<file path="config.mk">
export PLATFORM = sky130hd
export DESIGN_NAME = dwg_div
export DESIGN_NICKNAME = d
export VERILOG_FILES = /design/src/rtl/dwg_pkg.sv /design/src/rtl/dwg_div.sv
export SDC_FILE = /design/constraint.sdc
export NUM_CORES = 2
export LEC_CHECK = 0
export CORE_ASPECT_RATIO = 0.6
export CORE_MARGIN = 2
export CORE_UTILIZATION = 55
export CTS_BUF_LIST = sky130_fd_sc_hd__clkbuf_8
export CTS_CLUSTER_DIAMETER = 50
export DETAILED_ROUTE_END_ITERATION = 7
export DONT_BUFFER_PORTS = 1
export GPL_TIMING_DRIVEN = 0
export PLACE_DENSITY = 0.78
export SLEW_MARGIN = 20
export SYNTH_ARGS = -nofsm -noshare
export SYNTH_HDL_FRONTEND = slang
export SYNTH_SLANG_ARGS = --single-unit
</file>
<file path="constraint.sdc">
create_clock -name i_clk -period 5.85 [get_ports i_clk]
set_input_delay 0.585 -clock i_clk [delete_from_list [all_inputs] [get_ports i_clk]]
set_output_delay 0.585 -clock i_clk [all_outputs]
set_load 0.005 [all_outputs]
</file>
<file path="src/rtl/dwg_pkg.sv">
// Shared types and constants for the DAC waveform sample generator.
// Used by every module under rtl/; depends on nothing.
package dwg_pkg;

    localparam int IDX_W = 13;
    localparam int LEN_W = 14;
    localparam int Q_W   = 32;
    localparam int DEF_TABLE_LEN_MAX = 8192;

    // Wave kinds
    localparam logic [1:0] KIND_SINE     = 2'd0;
    localparam logic [1:0] KIND_TRIANGLE = 2'd1;

    // Status codes
    localparam logic [1:0] ST_OK    = 2'd0;
    localparam logic [1:0] ST_RANGE = 2'd1;
    localparam logic [1:0] ST_KIND  = 2'd2;

    // Register indexes
    localparam logic [2:0] REG_KIND   = 3'd0;
    localparam logic [2:0] REG_AMP    = 3'd1;
    localparam logic [2:0] REG_OFFSET = 3'd2;
    localparam logic [2:0] REG_PHASE  = 3'd3;
    localparam logic [2:0] REG_ASPECT = 3'd4;
    localparam logic [2:0] REG_LENGTH = 3'd5;

    // Sine polynomial coefficients, Q30
    localparam logic [31:0] SIN_C1 = 32'd1686629713;
    localparam logic [31:0] SIN_C3 = 32'd693598668;
    localparam logic [31:0] SIN_C5 = 32'd85569306;
    localparam logic [31:0] SIN_C7 = 32'd5026995;
    localparam logic [31:0] SIN_C9 = 32'd172272;

    typedef struct packed {
        logic [IDX_W-1:0] idx;
        logic [1:0]       status;
        logic             is_sine;
        logic             is_rise;
    } t_tag;

    typedef struct packed {
        t_tag             tag;
        logic [LEN_W-1:0] num;
        logic [LEN_W-1:0] den;
    } t_job;

endpackage

</file>
<file path="src/rtl/dwg_div.sv">
// Pipelined restoring divider: floor(num * 2^32 / den) for num < den, one bit a stage.
// Depends on dwg_pkg.
module dwg_div (
    input  logic                    i_clk,
    input  logic                    i_rst_n,
    input  logic                    i_en,
    input  logic                    i_valid,
    input  dwg_pkg::t_job           i_job,
    output logic                    o_valid,
    output dwg_pkg::t_tag           o_tag,
    output logic [dwg_pkg::Q_W-1:0] o_quot
);
    import dwg_pkg::*;

    logic             r_vld [0:Q_W];
    t_tag             r_tag [0:Q_W];
    logic [LEN_W-1:0] r_rem [0:Q_W];
    logic [LEN_W-1:0] r_den [0:Q_W];
    logic [Q_W-1:0]   r_q   [0:Q_W];

    always_ff @(posedge i_clk) begin
        if (!i_rst_n) begin
            r_vld[0] <= 1'b0;
        end else if (i_en) begin
            r_vld[0] <= i_valid;
        end
    end

    always_ff @(posedge i_clk) begin
        if (i_en) begin
            r_tag[0] <= i_job.tag;
            r_rem[0] <= i_job.num;
            r_den[0] <= i_job.den;
            r_q[0]   <= '0;
        end
    end

    for (genvar k = 0; k < Q_W; k++) begin : g_stage
        logic [LEN_W:0] w_rem2;
        logic           w_ge;
        assign w_rem2 = {r_rem[k], 1'b0};
        assign w_ge   = (w_rem2 >= {1'b0, r_den[k]});

        always_ff @(posedge i_clk) begin
            if (!i_rst_n) begin
                r_vld[k+1] <= 1'b0;
            end else if (i_en) begin
                r_vld[k+1] <= r_vld[k];
            end
        end

        always_ff @(posedge i_clk) begin
            if (i_en) begin
                r_tag[k+1] <= r_tag[k];
                r_den[k+1] <= r_den[k];
                r_rem[k+1] <= w_ge ? LEN_W'(w_rem2 - {1'b0, r_den[k]}) : w_rem2[LEN_W-1:0];
                r_q[k+1]   <= {r_q[k][Q_W-2:0], w_ge};
            end
        end
    end

    assign o_valid = r_vld[Q_W];
    assign o_tag   = r_tag[Q_W];
    assign o_quot  = r_q[Q_W];

endmodule

</file>
; ---- Word-level counts from Yosys, hierarchy flattened
; Memory sizes are Yosys's and may differ from the RTL's.
; Cells that the tools add are included.
; W data, S select, Z words.
[word_totals]
mem_bits_ro = 0
register_bits = 0
output_inout_bits = 50
latchBits = 0
n_memories = 5
mem_bits_rw = 2574
[op_classes]
div_mod_pow = 0
addsub = 32
bitwise_logic = 33
eq_ne = 0
n_lt_le_gt_ge = 32
n_reduce_logical = 0
muxes = 70
multipliers = 0
shifts = 0
[memory_table]
columns = memory, depth, width, rd, rd_clocked_by_memory_dff, wr, line
row1 = r_q, 33, 32, 33, 0, 33, dwg_div.sv:19  ; logic [Q_W-1:0] r_q [0:Q_W];
row2 = r_tag, 33, 17, 33, 0, 33, dwg_div.sv:16  ; t_tag r_tag [0:Q_W];
row3 = r_den, 33, 14, 32, 0, 33, dwg_div.sv:18  ; logic [LEN_W-1:0] r_den [0:Q_W];
row4 = r_rem, 33, 14, 32, 0, 33, dwg_div.sv:17  ; logic [LEN_W-1:0] r_rem [0:Q_W];
row5 = r_vld, 33, 1, 33, 0, 33, dwg_div.sv:15  ; logic r_vld [0:Q_W];
[ops]
columns = op, count
row1 = $ge A15 B14 Y1, 32
row2 = $mux W14, 32
row3 = $sub A14 B14 Y14, 32
row4 = $mux W1, 38
row5 = $or A1 B1 Y1, 33

; ---- Depth between registers and ports, before layout
[depth]
ltp_word = 4
depth_mapped = 11
ltp_nobuf = 9

; ---- Worst setup path after synthesis
; Ideal clock, no wire load.
[synth_timing]
kind = register to register
start = memory r_rem[11][3], in the netlist r_rem[0][157]
end = memory r_rem[12][4], in the netlist r_rem[0][172] (data pin)
setup_time_ns = 0.260
slack_ns = 3.139
required_ns = 5.590
arrival_time_ns = 2.451
path_stages_with_launch = 10
period_less_slack_ns = 2.711
path_buffers = 1
cell_sequence = edfxtp_1 -> ha_1 -> or4_1 -> o21ai_0 -> a31o_2 -> o21a_1 -> o211ai_2 -> a31oi_4 -> buf_6 -> mux2_2
[synth_rtl]
columns = element, line
row1 = from (decl), dwg_div.sv:17

==> results.md <==
- Status: complete, no violations
- Worst-Margin Slew: around 1.1 ns
- CTS tree: yes
- Synth Flop Type: edfxtp_1
- DIE HEIGHT: around 310 um
- Tcrit/Tclk final: a little under two thirds
- Setup Skew: approximately 0.037 ns
- Post_cts resized: 0
- Setup violators final: 0
- Hold Fails Final Rpt: 0
- # fillers: around 12000
- Worst ir drop on vdd: 210 uV
- Clk root buf: clkbuf_8
- Total iterations of the first detailed-routing run: 6
- Initial Util: a little under three fifths
- Power per Cell Area: 492 nW/um2
- Sequential cell area: slightly above 60000 um2
- Crit path kind: reg2reg
- Placed Area: 90300 um2
- First-pass GRT wire length: around 250000 um
- Flop2flop setup slack: about 2.1 ns
- Hold path cells: 2
- Fmax achieved: ~0.27 GHz
- GR Overflow Total: 0
- Worst hold start: i_rst_n
- RD Place Congestion: 0.910
- Die area: 162000 um2
- Top cell type by total area after synthesis: edfxtp_1
- # clock sinks: 2018
- Class of the worst hold path: in2reg
- Post-layout net count: approximately 6700
- Dpl hpwl: about 100000 um
- Insertion delay to the later sink of the worst-skew pair: 0.90 ns
- Hold endpoint: r_vld[32]$_DFF_P_
- Worst path cell trace: ha_1 > nor2b_1 > o21a_1 > o21ai_0 > a211oi_1 > a22oi_1 > o21ai_2 > buf_6 > mux2_2
- WP buf/inv: 1
- Util after Layout: about three fifths
- Drt initial violations: about 4800
- Core Area: between 150000 and 200000 um2
- Relative slew slack: between 20% and 30%
- Avg WL per Cell: approximately 18 um
- Yosys warnings: 0
- Finished Cell Area: roughly 96000 um2
- Share of cells above drive strength 1: between 10% and 20%
- Leakage: roughly 37 nW
- P&R area growth vs syn: 10.2%
- Clock slew at reported path FFs: around 0.060 ns
- IO buf count: 0
- Htree depth: 5
- Worst r2r src: r_rem[0][280]$_SDFFCE_PN0P_
- Flop and latch count out of synthesis: 2018
- I/O pins: slightly below 100
- Startpoint Class: flop
- Synth Instances: slightly below 6000
- Synth top area cells: edfxtp_1, ha_1, mux2_2
- Setup TNS: 0 ns
- GRT Total Usage: between 10% and 20%
- CP max FO: 10
- Initial antenna violation count: 1
- RSZ-0062 raised after global routing: no
- Multi-input gate area: between 20000 and 25000 um2
- DRC violations left: 0
- Clk buf depth: 4
- Minimum clock period: 3.72 ns
- Yosys top cell area share: about 70%
- Syn Area/Cell: about 15 um2
- Worst path max stage delay: ~0.76 ns
- Row count: roughly 110
- Largest net degree at the start of global routing: 232
- Via count: ~47000
- Final ANT Viol Nets: 0
- Cts bufs inserted: 302
- Ys async rst share: 0%
- DRT Wirelength: 157000 um
- Vias in the first global route: about 46000
- R2r worst-path depth: 9
- Delay-heaviest family, CP: compound AO/OA/AOI/OAI gates
- Setup repair bufs after CTS: 0
- Die Width: ~520 um
- Vias per cell: 5.57
- Netlist cell types: between 80 and 90
- Syn nets: about 6300
- Post-synthesis sequential area ratio: ~70%
- Critical Path AT: ~4.4 ns
- CP required: 6.48 ns
- Worst setup EP type: flop
- Mapped cell area: 87400 um2
- Critical path's slowest cell: a211oi_1
- Max-Cap Viols: 0
- Reg-to-Reg End: r_rem[0][304]$_DFFE_PP_
- Max Slew Vio Count: 0
- Number of synthesized flops with an enable pin: just over 2000
[cells by family after synthesis]
family	count (synthesis)	synth area share (%)
simple gates	960	5.53
xor+xnor	312	3.13
mux	271	3.50
buf+inv	651	2.95
compound gates	1102	8.44
flops	2018	69.3
fa+ha+maj	478	7.11
[area by class of cell]
| cell class | count | share of cell area, % |
|---|---|---|
| flip-flops and latches | 2018 | 62.9 |
| multi-input cells | 3123 | 25.1 |
| clock buffers | 304 | 4.34 |
| well taps | 2127 | 2.76 |
| inverters | 591 | 2.30 |
| clock inverters | 211 | 1.28 |
| repair buffers | 62 | 0.891 |
| plain buffers | 60 | 0.369 |
| diodes | 2 | 0.00520 |
[sequential cells by signal, summed over array words and instances, names as in the netlist]
| register | count |
|---|---|
| r_tag | 561 |
| r_q | 528 |
| r_den | 448 |
| r_rem | 448 |
| r_vld | 33 |
[synth_stat cells (all sizes together), types with 20 or more instances]
| cell type | count |
|---|---|
| xor2 | 94 |
| a21oi | 265 |
| inv | 591 |
| nand3 | 88 |
| a21o | 153 |
| a2111oi | 20 |
| mux2 | 258 |
| xnor2 | 218 |
| nor2b | 58 |
| edfxtp | 2017 |
| ha | 447 |
| nand2b | 32 |
| nor2 | 263 |
| o21bai | 38 |
| nor4 | 35 |
| fa | 31 |
| o211ai | 47 |
| nand4 | 54 |
| and2 | 25 |
| nand2 | 205 |
| nand3b | 22 |
| and3 | 42 |
| o21a | 62 |
| a211oi | 51 |
| nor3 | 59 |
| buf | 41 |
| o21ai | 278 |
[where the power goes]
group / internal (mW) / total, mW / leakage [nW] / switching (mW)
sequential: 19.3 / 20.6 / 19.8 / 1.28
clock: 5.32 / 10.6 / 3.08 / 5.30
combinational: 7.23 / 16.2 / 14.2 / 8.93
[through the flow]
step	instances	setup WS (ns)	total power, mW	hold WS [ns]
final	8498	2.13	47.4	0.140
after floorplan	5792	3.14	32.5	0.400
after global routing	8497	2.01	50.4	0.0910
after CTS	8494	2.21	47.6	0.0352
after global placement	7919	2.40	36.0	0.400
after detailed placement	7930	1.55	36.7	0.405
[worst max path at each step]
stage | start | endpoint | cells after the start
2_1_floorplan | r_rem[0][157]$_DFFE_PP_ | r_rem[0][172]$_DFFE_PP_ | 9
3_3_place_gp | r_rem[0][341]$_DFFE_PP_ | r_rem[0][362]$_DFFE_PP_ | 8
3_5_place_dp | i_en | r_vld[1]$_DFFE_PP_ | 6
4_1_cts | r_rem[0][280]$_SDFFCE_PN0P_ | r_rem[0][304]$_DFFE_PP_ | 9
5_1_grt | i_en | r_q[24][23]$_DFFE_PP_ | 6
6_report | r_rem[0][280]$_SDFFCE_PN0P_ | r_rem[0][304]$_DFFE_PP_ | 9
[cells in the final DEF, fill, tap and decap left out, types with 94 or more instances in the layout]
cell / count
edfxtp_1: 2017
inv_1: 673
ha_1: 447
clkbuf_8: 304
a21oi_1: 265
o21ai_0: 264
nor2_1: 263
mux2_2: 248
xnor2_1: 218
nand2_1: 205
a21o_1: 153
xor2_1: 94
[timing repair]
| action | 4_1_cts | 5_1_grt |
|---|---|---|
| hold endpoints to repair | 78 | 0 |
| endpoints found under the setup margin | 0 | 0 |
| hold buffers | 49 | 0 |
[per-layer routing]
| layer | vias to the layer above | share of wire [%] | track usage, % |
|---|---|---|---|
| met5 | - | 0 | 0 |
| met1 | 23031 | 52 | 31.9 |
| li1 | 22614 | - | - |
| met2 | 1388 | 38 | 24.7 |
| met3 | 276 | 7.9 | 4.82 |
| met4 | 0 | 2.0 | 4.99 |
No activity file was read; power rests on OpenSTA's default activity.
