$ cat src/rtl/dwg_pkg.sv
// Shared types and constants for the DAC waveform sample generator.
// Used by every module under rtl/; depends on nothing.
package dwg_pkg;

    localparam int IDX_W = 13;
    localparam int LEN_W = 14;
    localparam int Q_W   = 32;
    localparam int DEF_TABLE_LEN_MAX = 8192;

    // Wave kinds
    localparam logic [1:0] KIND_SINE     = 2'd0;
    localparam logic [1:0] KIND_TRIANGLE = 2'd1;

    // Status codes
    localparam logic [1:0] ST_OK    = 2'd0;
    localparam logic [1:0] ST_RANGE = 2'd1;
    localparam logic [1:0] ST_KIND  = 2'd2;

    // Register indexes
    localparam logic [2:0] REG_KIND   = 3'd0;
    localparam logic [2:0] REG_AMP    = 3'd1;
    localparam logic [2:0] REG_OFFSET = 3'd2;
    localparam logic [2:0] REG_PHASE  = 3'd3;
    localparam logic [2:0] REG_ASPECT = 3'd4;
    localparam logic [2:0] REG_LENGTH = 3'd5;

    // Sine polynomial coefficients, Q30
    localparam logic [31:0] SIN_C1 = 32'd1686629713;
    localparam logic [31:0] SIN_C3 = 32'd693598668;
    localparam logic [31:0] SIN_C5 = 32'd85569306;
    localparam logic [31:0] SIN_C7 = 32'd5026995;
    localparam logic [31:0] SIN_C9 = 32'd172272;

    typedef struct packed {
        logic [IDX_W-1:0] idx;
        logic [1:0]       status;
        logic             is_sine;
        logic             is_rise;
    } t_tag;

    typedef struct packed {
        t_tag             tag;
        logic [LEN_W-1:0] num;
        logic [LEN_W-1:0] den;
    } t_job;

endpackage

$ cat src/rtl/dwg_front.sv
// Front end: accepts sample indexes, classifies them and sets up the division.
// Depends on dwg_pkg.
module dwg_front #(
    parameter int TABLE_LEN_MAX = dwg_pkg::DEF_TABLE_LEN_MAX
) (
    input  logic                      i_clk,
    input  logic                      i_rst_n,
    input  logic                      i_valid,
    output logic                      o_ready,
    input  logic [dwg_pkg::IDX_W-1:0] i_idx,
    input  logic [1:0]                i_kind,
    input  logic [29:0]               i_aspect,
    input  logic [dwg_pkg::LEN_W-1:0] i_length,
    output logic                      o_valid,
    input  logic                      i_full,
    output dwg_pkg::t_job             o_job
);
    import dwg_pkg::*;

    logic             r_vld;
    t_job             r_job;
    t_job             n_job;
    logic             w_push;
    logic [LEN_W-1:0] w_len;
    logic [LEN_W-1:0] w_rise;
    logic [LEN_W-1:0] w_rise_raw;
    logic [29:0]      w_frac;
    logic [LEN_W-1:0] w_idx;

    assign w_push  = r_vld && !i_full;
    assign o_ready = !r_vld || w_push;
    assign o_valid = r_vld;
    assign o_job   = r_job;

    always_comb begin
        w_len = (17'(i_length) > 17'(TABLE_LEN_MAX)) ? LEN_W'(TABLE_LEN_MAX) : i_length;
        w_frac = 30'(w_len) * 30'(i_aspect[15:0]);
        w_rise_raw = (i_aspect < 30'd65536) ? w_frac[29:16] : i_aspect[29:16];
        w_rise = (w_rise_raw > w_len) ? w_len : w_rise_raw;
        w_idx = LEN_W'(i_idx);
        n_job.tag.idx     = i_idx;
        n_job.tag.is_sine = (i_kind == KIND_SINE);
        n_job.tag.is_rise = (w_idx < w_rise);
        if (i_kind != KIND_SINE && i_kind != KIND_TRIANGLE) begin
            n_job.tag.status = ST_KIND;
        end else if (w_idx >= w_len) begin
            n_job.tag.status = ST_RANGE;
        end else begin
            n_job.tag.status = ST_OK;
        end
        if (n_job.tag.status != ST_OK) begin
            n_job.num = '0;
            n_job.den = LEN_W'(1);
        end else if (n_job.tag.is_sine) begin
            n_job.num = w_idx;
            n_job.den = w_len;
        end else if (n_job.tag.is_rise) begin
            n_job.num = w_idx;
            n_job.den = w_rise;
        end else begin
            n_job.num = w_idx - w_rise;
            n_job.den = w_len - w_rise;
        end
    end

    always_ff @(posedge i_clk) begin
        if (!i_rst_n) begin
            r_vld <= 1'b0;
        end else if (o_ready) begin
            r_vld <= i_valid;
        end
    end

    always_ff @(posedge i_clk) begin
        if (o_ready && i_valid) begin
            r_job <= n_job;
        end
    end

endmodule

$ cat config.mk
export PLATFORM = sky130hd
export DESIGN_NAME = dwg_front
export DESIGN_NICKNAME = d
export VERILOG_FILES = /design/src/rtl/dwg_pkg.sv /design/src/rtl/dwg_front.sv
export SDC_FILE = /design/constraint.sdc
export NUM_CORES = 1
export LEC_CHECK = 0
export BUFFER_PORTS_ARGS = -buffer_cell sky130_fd_sc_hd__buf_2
export CORE_MARGIN = 1.5
export CORE_UTILIZATION = 45
export CTS_CLUSTER_SIZE = 30
export DETAILED_ROUTE_END_ITERATION = 10
export SYNTH_ARGS = -nofsm -noshare
export SYNTH_HDL_FRONTEND = slang
export SYNTH_SLANG_ARGS = --single-unit
$ cat constraint.sdc
create_clock -name i_clk -period 20.3 [get_ports i_clk]
set_input_delay 4.06 -clock i_clk [delete_from_list [all_inputs] [get_ports i_clk]]
set_output_delay 4.06 -clock i_clk [all_outputs]
set_load 0.05 [all_outputs]
Word-level counts from Yosys, hierarchy flattened --
Cells that the tools add are included.
Operators by class: $lt $le $gt $ge 5, add/sub/neg operators 2, $mul 1, reduce and logical (&&, ||, !) cells 10, mux-type cells 7, equality and inequality tests 1
Operator list (count):
- 27-bit 2-to-1 mux | 2
- 14-bit 2-to-1 mux | 3
- 30-bit by 17-bit < comparator with 1-bit output (second input constant) | 1
- 14-bit by 16-bit multiplier with 30-bit output | 1
- 13-bit by 14-bit >= comparator with 1-bit output | 1
- 14-bit > comparator | 1
- 14-bit > comparator (second input constant) | 1
- 13-bit by 14-bit < comparator with 1-bit output | 1
- 13-bit by 14-bit subtractor with 14-bit output | 1
- 14-bit subtractor | 1
- 2-bit nonzero test | 2
- 1-bit logical AND | 3
- 3-bit OR reduction | 1
- 1-bit logical NOT | 2
- 2-bit logical NOT | 1
- 2-bit 2-to-1 mux | 1
- 2-bit by 1-bit != test with 1-bit output (second input constant) | 1
- 1-bit logical OR | 1
- 1-bit 2-to-1 mux | 1
Storage, ports and cells: input port bits 63, register bits after elaboration 46, word-level logic and storage cells 34, output and inout port bits 47

Depth between registers and ports, before layout --
depth after elaboration 9, mapped depth 57, depth with buffers taken out 52

Least setup slack after synthesis --
OpenSTA, ideal clock, no wires.
path kind input to register, start point in i_length[11] (netlist bit), end point reg r_job, in the netlist o_job[12], data pin, path buffers 6, stages 55, arrival 15422 ps, data required time 20022 ps, slack 4600 ps, setup time 278 ps, path through nor4_1 a41o_1 and2_1 clkbuf_1 clkbuf_1 nand2_1 fa_1 fa_1 fa_1 inv_1 fa_1 fa_1 inv_1 fa_1 inv_1 ha_1 a21oi_1 o21ai_0 [19 not listed] clkbuf_1 a21oi_1 ha_1 inv_1 ha_1 inv_1 o41ai_2 o21ai_1 a221oi_1 o21ai_1 nor2_1 o221ai_1 a32oi_1 a211oi_1 nor2_1 nor4b_1 nor4_1 a2111oi_2
Between the ends: cells in the longest elaborated chain, start to end 9, elaborated cells between the ends (all ways) 14, classes of those cells add/sub (1); mul (1); order compare (4); mux (7); reduce/logical (1)
RTL lines:
- start: declaration | line dwg_front.sv:13 | input logic [dwg_pkg::LEN_W-1:0] i_length,
- 14-bit > comparator | line dwg_front.sv:36 | w_len = (17'(i_length) > 17'(TABLE_LEN_MAX)) ? LEN_W'(TABLE_LEN_MAX) : i_length;
- 14-bit 2-to-1 mux * | line dwg_front.sv:36
- 14-bit by 16-bit multiplier with 30-bit output | line dwg_front.sv:37 | w_frac = 30'(w_len) * 30'(i_aspect[15:0]);
- 14-bit 2-to-1 mux | line dwg_front.sv:38 | w_rise_raw = (i_aspect < 30'd65536) ? w_frac[29:16] : i_aspect[29:16];
- 14-bit > comparator | line dwg_front.sv:39 | w_rise = (w_rise_raw > w_len) ? w_len : w_rise_raw;
- 14-bit 2-to-1 mux | line dwg_front.sv:39
- 14-bit subtractor or 13-bit by 14-bit < comparator with 1-bit output (tied branches) | line dwg_front.sv:62, dwg_front.sv:43
- 27-bit 2-to-1 mux | line dwg_front.sv:57 | end else if (n_job.tag.is_rise) begin
- 27-bit 2-to-1 mux | line dwg_front.sv:54 | end else if (n_job.tag.is_sine) begin
- end signal: assignment | line dwg_front.sv:76 | r_job <= n_job;
- end: declaration | line dwg_front.sv:21 | t_job r_job;
Every way passes the cells marked *; elsewhere a longest branch is shown, timed or not. A chain may end at the register's enable or synchronous reset.

Worst setup path in the final report --
start point in i_length[3] (netlist bit), end point reg r_job, in the netlist o_job[9], data pin
The elaborated chain is that of the path after synthesis.

==> metrics <==
CTS tree=built; IO buf count=109; grt total ovfl=0; largest cells by area after synthesis=fa_1, ha_1, edfxtp_1, inv_1, and2_1; clk slew on worst S/H paths=0.07 ns; Crit Path Class=in2reg; sequential share of the synthesized area=0.114; Max rail drop VDD=0.0000702 V; Least-Margin Pin Slew=1.09 ns; TritonRoute pass-1 iters=10; Ports=110; Via-to-Cell Ratio=5.67; Cell variety after synth=97; Critical Path End Type=flip-flop; CP peak stage delay=0.75 ns; Data required, critical path=20.35 ns; Data arrival, critical path=17.03 ns; routability cong.=0.869; Ys Warns=0; Filler cells=2,572; outcome=finished with violations; violations in the final reports=DRC; Async SR Flop Fraction=0; post-synthesis area per instance=8.65 um^2; antenna violations before repair=0; final worst setup slack=3.32 ns; Yosys top cell area share=0.273; path type of the worst min-delay path=reg2reg; antenna cells=0; Root Driver=clkbuf_16; post-CTS setup buffers=0; DIE AREA=27,700 um^2; top_reg_cell synth=edfxtp_1; Slew Limit Fails=0; CTS H-Tree Depth=2; post-cts resize count=0; max cap viols=0; Initial Util=0.461; Post-synth EDFFs=45; total power=0.000972 W; Synth Net Count=1,747; Design Area, Final=13,000 um^2; Routed WL per cell=18.2 um; Fmax=0.0589 GHz; area grow syn2layout=7.81%; CTS max path bufs=2; via count=10,100; crit-path most repeated cell=fa_1; DR DRC count=3; min cycle time layout=16.98 ns; Synth Instances=1,391; final clock skew=0.00827 ns; Tcrit/Tclk final=0.836; CTS Hold Bufs=0; first-pass GRT wire length=54,200 um; P_leak=6.23 nW; RSZ-0062 raised after global routing=false; Die H=167 um; Core ar.=26,100 um^2; CTS Buf Count=5; Rel. slew slack=0.276; later-pin clock latency in the skew report=0.29 ns; Post-DP Area=12,800 um^2; vias in the first global route=10,400; synthesized area=12,000 um^2; FP Rows=59; Final setup violation count=0; pin count of the biggest net entering global routing=46; initial DRC count=723; Total Routing Usage GR=0.244; WL final=32,400 um; total power divided by cell area=74.9 nW/um^2; critical path's slowest cell=and2_1; # nets final=1,806; DRT antenna net count=0; dpl ws=3.13 ns; CP Max Fanout=24; clock sinks=46; largest area contributor in the netlist=fa_1; setup tns final=0 ns; critical path launch point type=input pin; layout cells sized above 1=0.130; Hold Fails Final Rpt=0; Die Wd=167 um; register bit total from synthesis=46; dpl hpwl=25,400 um
-- cells in the mapped netlist (6+ instances only) --
cell type,number
or3_1,13
ha_1,129
nor2_1,62
and2_1,100
and3_1,25
xor2_1,7
o21ai_0,28
nand2_1,163
inv_1,230
nand2b_1,6
a211oi_1,8
o31ai_1,7
nor3_1,15
clkbuf_1,59
nand3_1,19
mux2i_1,7
o211ai_1,6
fa_1,164
a31oi_1,12
nor4_1,9
edfxtp_1,45
nor2b_1,13
o21ai_1,10
a21oi_1,67
xnor2_1,20
a21o_1,15
nand4_1,13
-- cells by family after synthesis --
| kind of cell | synth area share |
|---|---|
| compound gates | 0.148 |
| xor+xnor | 0.0196 |
| fa+ha+maj | 0.413 |
| buf+inv | 0.0971 |
| flops | 0.114 |
| mux | 0.00956 |
| simple gates | 0.199 |
-- path summary, 6_finish.rpt --
kind	start	to	slack, ns	cells past startpoint
hold reg to reg	o_valid	o_valid	0.53	2
hold / removal	o_valid	o_valid	0.53	2
setup / recovery	i_length[3]	o_job[9]	3.32	48
setup reg to reg	o_valid	o_job[11]	18.65	2
-- critical path, delay by kind of cell --
kind	cells	cell delay [ns]
AOI/OAI and AO/OA	22	5.33
adders and majority gates	10	4.01
and+or+nand+nor	8	2.46
buffers and inverters	6	0.83
xor gates and xnor gates	2	0.28
-- report_power, final --
part	internal, W	switching, W	total, W
Sequential	0.000114	0.00000201	0.000116
Clock	0.0000581	0.0000374	0.0000955
Combinational	0.000279	0.000481	0.000760
Total	0.000451	0.000520	0.000972
-- per-stage QoR --
stage / util / hold slack, ns / instances
after floorplan: - / 0.750 / 1391
after global placement: 0.490 / 0.504 / 1778
after detailed placement: 0.490 / 0.529 / 1778
after CTS: 0.497 / 0.539 / 1786
after global routing: 0.497 / 0.597 / 1786
final: 0.497 / 0.534 / 1786
-- sequential cells by signal, summed over array words and instances (netlist names) --
name / cells
o_job: 45
o_valid: 1
-- layout make-up --
cell class	count	area, um^2	area share
Clock buffer	5	125	0.00964
Clock inverter	3	45.0	0.00347
Inverter	235	882	0.0680
Multi-Input combinational cell	1041	9500	0.732
Sequential cell	46	1370	0.106
Tap cell	335	419	0.0323
Timing Repair Buffer	121	636	0.0490
-- placed cells by master, fill, tap and decap left out, drive strengths merged, types with 13 or more instances in the layout --
| master | synthesis | layout |
|---|---|---|
| a31oi | 15 | 15 |
| nor2 | 66 | 66 |
| nor2b | 13 | 13 |
| and3 | 25 | 25 |
| nor3 | 16 | 16 |
| ha | 129 | 129 |
| o21ai | 43 | 43 |
| xnor2 | 20 | 20 |
| a211oi | 13 | 13 |
| nand3 | 20 | 20 |
| a21oi | 69 | 69 |
| buf | 10 | 121 |
| or3 | 13 | 13 |
| and2 | 101 | 101 |
| edfxtp | 45 | 45 |
| inv | 232 | 232 |
| nand2 | 164 | 164 |
| nand4 | 15 | 15 |
| a21o | 15 | 15 |
| fa | 164 | 164 |
-- metal layers --
| metal | GRT usage | vias up | part of all wire |
|---|---|---|---|
| met5 | 0 | - | 0 |
| met4 | 0.0510 | 0 | 0.021 |
| met3 | 0.0223 | 43 | 0.053 |
| met2 | 0.408 | 320 | 0.46 |
| met1 | 0.346 | 5008 | 0.47 |
| li1 | - | 4749 | - |
No activity file was read; power rests on OpenSTA's default activity.
