### config.mk
export PLATFORM = sky130hd
export DESIGN_NAME = dwg_fifo
export DESIGN_NICKNAME = d
export VERILOG_FILES = /design/src/rtl/dwg_pkg.sv /design/src/rtl/dwg_fifo.sv
export SDC_FILE = /design/constraint.sdc
export NUM_CORES = 1
export LEC_CHECK = 0
export ABC_CLOCK_PERIOD_IN_PS = 3500
export CORE_MARGIN = 2
export CORE_UTILIZATION = 45
export DETAILED_ROUTE_END_ITERATION = 12
export DONT_BUFFER_PORTS = 1
export PLACE_DENSITY = 0.62
export SYNTH_ARGS = -nofsm -noshare
export SYNTH_HDL_FRONTEND = slang
export SYNTH_SLANG_ARGS = --single-unit
### constraint.sdc
create_clock -name i_clk -period 3.5 [get_ports i_clk]
set_input_delay 0.35 -clock i_clk [delete_from_list [all_inputs] [get_ports i_clk]]
set_output_delay 0.35 -clock i_clk [all_outputs]
set_load 0.01 [all_outputs]
### src/rtl/dwg_pkg.sv
// Shared types and constants for the DAC waveform sample generator.
// Used by every module under rtl/; depends on nothing.
package dwg_pkg;

    localparam int IDX_W = 13;
    localparam int LEN_W = 14;
    localparam int Q_W   = 32;
    localparam int DEF_TABLE_LEN_MAX = 8192;

    // Wave kinds
    localparam logic [1:0] KIND_SINE     = 2'd0;
    localparam logic [1:0] KIND_TRIANGLE = 2'd1;

    // Status codes
    localparam logic [1:0] ST_OK    = 2'd0;
    localparam logic [1:0] ST_RANGE = 2'd1;
    localparam logic [1:0] ST_KIND  = 2'd2;

    // Register indexes
    localparam logic [2:0] REG_KIND   = 3'd0;
    localparam logic [2:0] REG_AMP    = 3'd1;
    localparam logic [2:0] REG_OFFSET = 3'd2;
    localparam logic [2:0] REG_PHASE  = 3'd3;
    localparam logic [2:0] REG_ASPECT = 3'd4;
    localparam logic [2:0] REG_LENGTH = 3'd5;

    // Sine polynomial coefficients, Q30
    localparam logic [31:0] SIN_C1 = 32'd1686629713;
    localparam logic [31:0] SIN_C3 = 32'd693598668;
    localparam logic [31:0] SIN_C5 = 32'd85569306;
    localparam logic [31:0] SIN_C7 = 32'd5026995;
    localparam logic [31:0] SIN_C9 = 32'd172272;

    typedef struct packed {
        logic [IDX_W-1:0] idx;
        logic [1:0]       status;
        logic             is_sine;
        logic             is_rise;
    } t_tag;

    typedef struct packed {
        t_tag             tag;
        logic [LEN_W-1:0] num;
        logic [LEN_W-1:0] den;
    } t_job;

endpackage

### src/rtl/dwg_fifo.sv
// Two-entry queue of classified jobs between the front and back ends.
// Depends on dwg_pkg.
module dwg_fifo (
    input  logic          i_clk,
    input  logic          i_rst_n,
    input  logic          i_push,
    input  dwg_pkg::t_job i_job,
    output logic          o_full,
    input  logic          i_pop,
    output logic          o_empty,
    output dwg_pkg::t_job o_job
);
    import dwg_pkg::*;

    t_job       r_mem [0:1];
    logic       r_wr;
    logic       r_rd;
    logic [1:0] r_cnt;
    logic       w_do_push;
    logic       w_do_pop;

    assign o_full    = (r_cnt == 2'd2);
    assign o_empty   = (r_cnt == 2'd0);
    assign o_job     = r_mem[r_rd];
    assign w_do_push = i_push && !o_full;
    assign w_do_pop  = i_pop && !o_empty;

    always_ff @(posedge i_clk) begin
        if (!i_rst_n) begin
            r_wr  <= 1'b0;
            r_rd  <= 1'b0;
            r_cnt <= 2'd0;
        end else begin
            if (w_do_push) begin
                r_wr <= !r_wr;
            end
            if (w_do_pop) begin
                r_rd <= !r_rd;
            end
            r_cnt <= r_cnt + 2'(w_do_push) - 2'(w_do_pop);
        end
    end

    always_ff @(posedge i_clk) begin
        if (w_do_push) begin
            r_mem[r_wr] <= i_job;
        end
    end

endmodule

* Word level (Yosys, flattened, before mapping)
Memory sizes are Yosys's and may differ from the RTL's. A register that Yosys moved wholly into a read port is not among the register bits.
Cells that the tools add are included.
** Word-level totals
- Bits of input ports :: 49
- Output and inout port bits :: 47
- ROM bits :: 0
- Latch bits :: 0
- Register bits :: 4
- Word-level logic and storage cells :: 18
- Memories kept :: 1
- Memory bits (writable) :: 90
** Operators by class
- Bitwise logic cells :: 0
- Reduce and logical (&&, ||, !) cells :: 7
- Magnitude comparators :: 0
- Mux-type cells :: 4
- Shift operators :: 0
- Divide/modulo/power cells :: 0
- Equal/unequal tests :: 1
- $add $sub $neg :: 2
- Multiply operators :: 0
** Memories
- r_mem :: depth 2, bits a word 45, rd ports 1, clocked after Yosys merged registers in 1, wr ports 1, RTL line dwg_fifo.sv:15 : t_job r_mem [0:1];
** Operators by type and width (number)
- 1-bit zero test :: 4
- 1-bit 2-to-1 mux :: 4
- 2-bit by 1-bit adder with 2-bit output :: 1
- 2-bit == test (second input constant) :: 1
- 1-bit logical AND :: 2
- 2-bit zero test :: 1
- 2-bit by 1-bit subtractor with 2-bit output :: 1

* Logic depth before layout (Yosys ltp)
- Depth in word-level cells :: 5
- Depth in mapped cells :: 8
- Gate-level depth less buffers :: 8

* Least setup slack after synthesis
No wires, ideal clock.
- Path kind :: reg2reg
- From :: register r_cnt[0]
- To :: memory r_mem[0][0] (netlist name), enable pin
- Clock period less this slack :: 2.929 ns
- Arrival :: 2.482 ns
- Setup slack :: 0.571 ns
- Library setup time :: 0.447 ns
- Path buffers :: 0
- Required time :: 3.053 ns
- Cell stages (with the launch flop) :: 4
- Cell sequence :: dfxtp_1 > nand2b_1 > nand2_1 > nor2_1
** Between the ends
- Word-level cells in the longest chain between the ends :: 5
** Ends and longest elaborated chain
- start, declared :: RTL line dwg_fifo.sv:18 : logic [1:0] r_cnt;
- start signal, assigned :: RTL line dwg_fifo.sv:40 : r_cnt <= r_cnt + 2'(w_do_push) - 2'(w_do_pop);
- 2-bit == test :: RTL line dwg_fifo.sv:22 : assign o_full = (r_cnt == 2'd2);
- 1-bit zero test :: RTL line dwg_fifo.sv:25 : assign w_do_push = i_push && !o_full;
- 1-bit logical AND :: RTL line dwg_fifo.sv:25
- 1-bit 2-to-1 mux :: RTL line dwg_fifo.sv:45 : if (w_do_push) begin
- 1-bit 2-to-1 mux (not written as such) :: RTL line dwg_fifo.sv:46 : r_mem[r_wr] <= i_job;
- end, declared :: RTL line dwg_fifo.sv:15
No other way between the ends.

==> results.rst <==
.. list-table::
   :header-rows: 1

   * - Metric
     - Value
   * - Area growth from synthesis to final layout
     - 7.30%
   * - Fraction of power spent switching nets
     - 28.1%
   * - Placer congestion estimate
     - about 0.67
   * - Sinks on the clock net
     - 95
   * - Nets in the synthesized netlist
     - 218
   * - Count of different cell masters after synthesis
     - 18
   * - Final non-filler cell total
     - 286
   * - PnR worst setup slack
     - 1.36 ns
   * - H-tree lvl count
     - 3
   * - Worst Path Required
     - 3.15 ns
   * - Area contributors post-synth
     - sky130_fd_sc_hd__edfxtp_1, sky130_fd_sc_hd__mux2_4, sky130_fd_sc_hd__dfxtp_1
   * - Buffer depth of the longest clock path
     - 2
   * - Post-DP HPWL
     - 3870 um
   * - Vias
     - around 1,400
   * - Overflow left after global routing
     - 0
   * - Cells after synthesis
     - 167
   * - Sequential element share of the synthesized area
     - approximately three quarters
   * - Worst slew pin tran
     - 1.04 ns
   * - Cell Count Post-Placement
     - 270
   * - Comb power frac
     - between 20% and 30%
   * - Max_slew headroom
     - 30.3%
   * - Post-Route Setup TNS
     - 0 ns
   * - Startpoint of the worst hold path
     - i_job[10]
   * - CTS Hold Buffers Added
     - 0
   * - Number of nets in the layout
     - between 200 and 250
   * - Detailed router's first-iteration violation count
     - 43
   * - Switching pwr
     - 0.000840 W
   * - Die height
     - ~94 um
   * - Power per unit of standard cell area
     - 757 mW/mm^2
   * - Largest net degree at the start of global routing
     - 46
   * - Count of standard-cell rows
     - 33
   * - Number of port buffers
     - 0
   * - Overall routing resource usage
     - 13.1%
   * - Avg Vias per Cell
     - 5.02
   * - Maximum fanout encountered on the critical timing path
     - 17
   * - Peak supply drop
     - 0.399 mV
   * - Worst Path Arrival
     - 1.79 ns
   * - Buf/Inv on CP
     - 1
   * - Startpoint of the worst register-to-register path
     - r_cnt[0]$_SDFF_PN0_
   * - Sequential cell fraction of total power
     - 51.9%
   * - Synthesized area divided by synthesized cell count
     - approximately 22 sq um
   * - Post-CTS Resized
     - 0
   * - Die width
     - 94.5 um
   * - CP Capture Type
     - output pin
   * - Synthesized flop and latch total
     - 95
   * - Class of the most critical hold timing path
     - input port to flip-flop
   * - Relative contribution of the clock network to total power
     - 23.1%
   * - Number of CTS-inserted buffers
     - 9
   * - Worst slack at placement
     - 1.45 ns
   * - Max incr delay on CP
     - about 0.63 ns
   * - Area of the die
     - 0.00893 sq mm
   * - Fin area
     - 0.00395 sq mm
   * - Cell chain of the critical path
     - buf_4 -> mux2_2
   * - Share of the clock period used by the worst path after layout
     - about three fifths
   * - Top cell type by total area after synthesis
     - sky130_fd_sc_hd__edfxtp_1
   * - Top-level I/O count
     - 96
   * - Final count of pins violating max slew
     - 0
   * - Antenna Cells
     - 0
   * - Final hold vios
     - 0
   * - Worst-Skew Late Latency
     - 0.35 ns
   * - Area of placed instances
     - 0.00376 sq mm
   * - Final ANT Viol Nets
     - 0
   * - First-pass iteration count of the detailed router
     - 4
   * - Min cycle time layout
     - 2.14 ns
   * - Max_cap viols
     - 0
   * - Leakage dissipation
     - 1.38 nW
   * - Setup repair after global routing missed its margin
     - no
   * - Result of the run
     - complete, no violations
   * - Yosys top cell area share
     - between 70 and 80%
   * - Kind of start point of the critical path
     - flip-flop
   * - CP max stage cell
     - sky130_fd_sc_hd__dfxtp_2
   * - Warnings from Yosys
     - 0
   * - Post-CTS setup-driven buffer insertion count
     - 0
   * - Clock-pin slew of the registers on the worst-case setup and hold paths
     - 0.09 ns
   * - Clock root buffer master
     - sky130_fd_sc_hd__clkbuf_8
   * - Wire length reported by the detailed router
     - 5630 um
   * - Internal portion of total power
     - about 0.0022 W
   * - Final-report setup violation count
     - 0
   * - Max frequency
     - 468 MHz
   * - Initial Utilization
     - 45.5%
   * - Summed instance area of the synthesized netlist
     - 0.00368 sq mm
   * - First-pass GRT wire length
     - about 8200 um
   * - CTS tree
     - built
   * - Antenna violations before repair
     - 0
   * - Number of remaining DRC errors
     - 0
   * - Setup Crit Path Kind
     - flip-flop to output pin
   * - Final clock skew
     - 0.00709 ns
   * - Number of global-route vias before repair
     - 1,494
   * - Kind of cell with the highest combined delay on the critical path
     - flip-flops
   * - Layout cells sized above 1
     - a little under two fifths
   * - Core Region
     - 0.00809 sq mm
   * - Detail-routed net length per standard cell
     - 19.7 um
==> power by group through the flow <==
stage	logic [W]	clock network, W	registers [W]
floorplan	0.000743	0	0.00154
global placement	0.000743	0	0.00157
detailed placement	0.000762	0	0.00159
CTS	0.000766	0.000716	0.00156
global route	0.000807	0.000757	0.00158
finish	0.000748	0.000691	0.00155
==> worst reg2reg max path: stages, from the launching register on <==
cell	delay (ns)
sky130_fd_sc_hd__dfxtp_1	0.39
sky130_fd_sc_hd__nand2b_1	0.19
sky130_fd_sc_hd__nand2_1	0.16
sky130_fd_sc_hd__nor2_4	0.52
sky130_fd_sc_hd__buf_4	0.44
==> area by class of cell <==
cell class              count  area, sq um
fillers                   708         4140
flip-flops and latches     95         2800
multi-input cells          64          788
well taps                 105          131
clock buffers               9          124
clock inverters             7         72.6
repair buffers              3         22.5
inverters                   3         11.3
==> routing by layer <==
| layer | track usage, % | part of all wire [%] | vias up | wire, um |
|---|---|---|---|---|
| li1 | - | - | 656 | - |
| met1 | 11.5 | 33 | 705 | 1880 |
| met2 | 22.3 | 52 | 63 | 2910 |
| met3 | 8.06 | 13 | 11 | 737 |
| met4 | 8.33 | 1.7 | 0 | 94 |
| met5 | 0 | 0 | - | 0 |
==> cells in the mapped netlist <==
master / instances
sky130_fd_sc_hd__edfxtp_1: 90
sky130_fd_sc_hd__mux2_4: 40
sky130_fd_sc_hd__dfxtp_1: 5
sky130_fd_sc_hd__mux2_2: 5
sky130_fd_sc_hd__nor2_1: 5
sky130_fd_sc_hd__buf_12: 4
sky130_fd_sc_hd__inv_1: 3
sky130_fd_sc_hd__and2_1: 2
sky130_fd_sc_hd__ha_1: 2
sky130_fd_sc_hd__nand2_1: 2
sky130_fd_sc_hd__nand2b_1: 2
sky130_fd_sc_hd__and3_1: 1
sky130_fd_sc_hd__buf_6: 1
sky130_fd_sc_hd__mux2i_1: 1
sky130_fd_sc_hd__nor3_1: 1
sky130_fd_sc_hd__o21a_1: 1
sky130_fd_sc_hd__xnor2_1: 1
sky130_fd_sc_hd__xor2_1: 1
==> cell usage in the layout (no fill, tap or decap), drive strengths merged <==
cell	synthesis	layout
edfxtp	90	90
mux2	45	45
clkbuf	0	9
nor2	5	5
dfxtp	5	5
inv	3	4
buf	5	3
clkinv	0	3
nand2b	2	2
nand2	2	2
and2	2	2
ha	2	2
clkinvlp	0	2
o21a	1	1
xnor2	1	1
and3	1	1
mux2i	1	1
xor2	1	1
nor3	1	1
bufinv	0	1
==> sequential cells by signal, summed over array words and instances (netlist names), named ones only <==
register  flops
r_cnt         2
r_mem        90
r_wr          1
r_rd          1
==> path summary, 6_finish.rpt <==
path,slack [ns],cells past startpoint,end
max reg2reg,1.47,4,r_mem[0][4]$_DFFE_PP_
min reg2reg,0.53,2,r_wr$_SDFFE_PN0P_
max,1.36,2,o_job[3]
min,0.08,0,r_mem[1][10]$_DFFE_PP_
==> cell families (layout without fill, tap and decap cells) <==
| group | Yosys count | in the layout | share of synthesized area, % |
|---|---|---|---|
| flops | 95 | 95 | 76.1 |
| simple gates | 13 | 13 | 1.70 |
| xor+xnor | 2 | 2 | 0.475 |
| mux | 46 | 46 | 18.1 |
| fa+ha+maj | 2 | 2 | 0.679 |
| compound gates | 1 | 1 | 0.204 |
| buf+inv | 8 | 22 | 2.78 |
==> metrics by stage <==
step	power [W]	utilization (%)	hold slack (ns)
after floorplan	0.00228	-	0.449
final	0.00299	48.9	0.0831
after global placement	0.00231	46.4	0.449
after CTS	0.00304	48.9	0.0609
after global routing	0.00314	48.9	0.0571
after detailed placement	0.00235	46.4	0.449
Note: power is estimated with default switching activity, not from simulation.
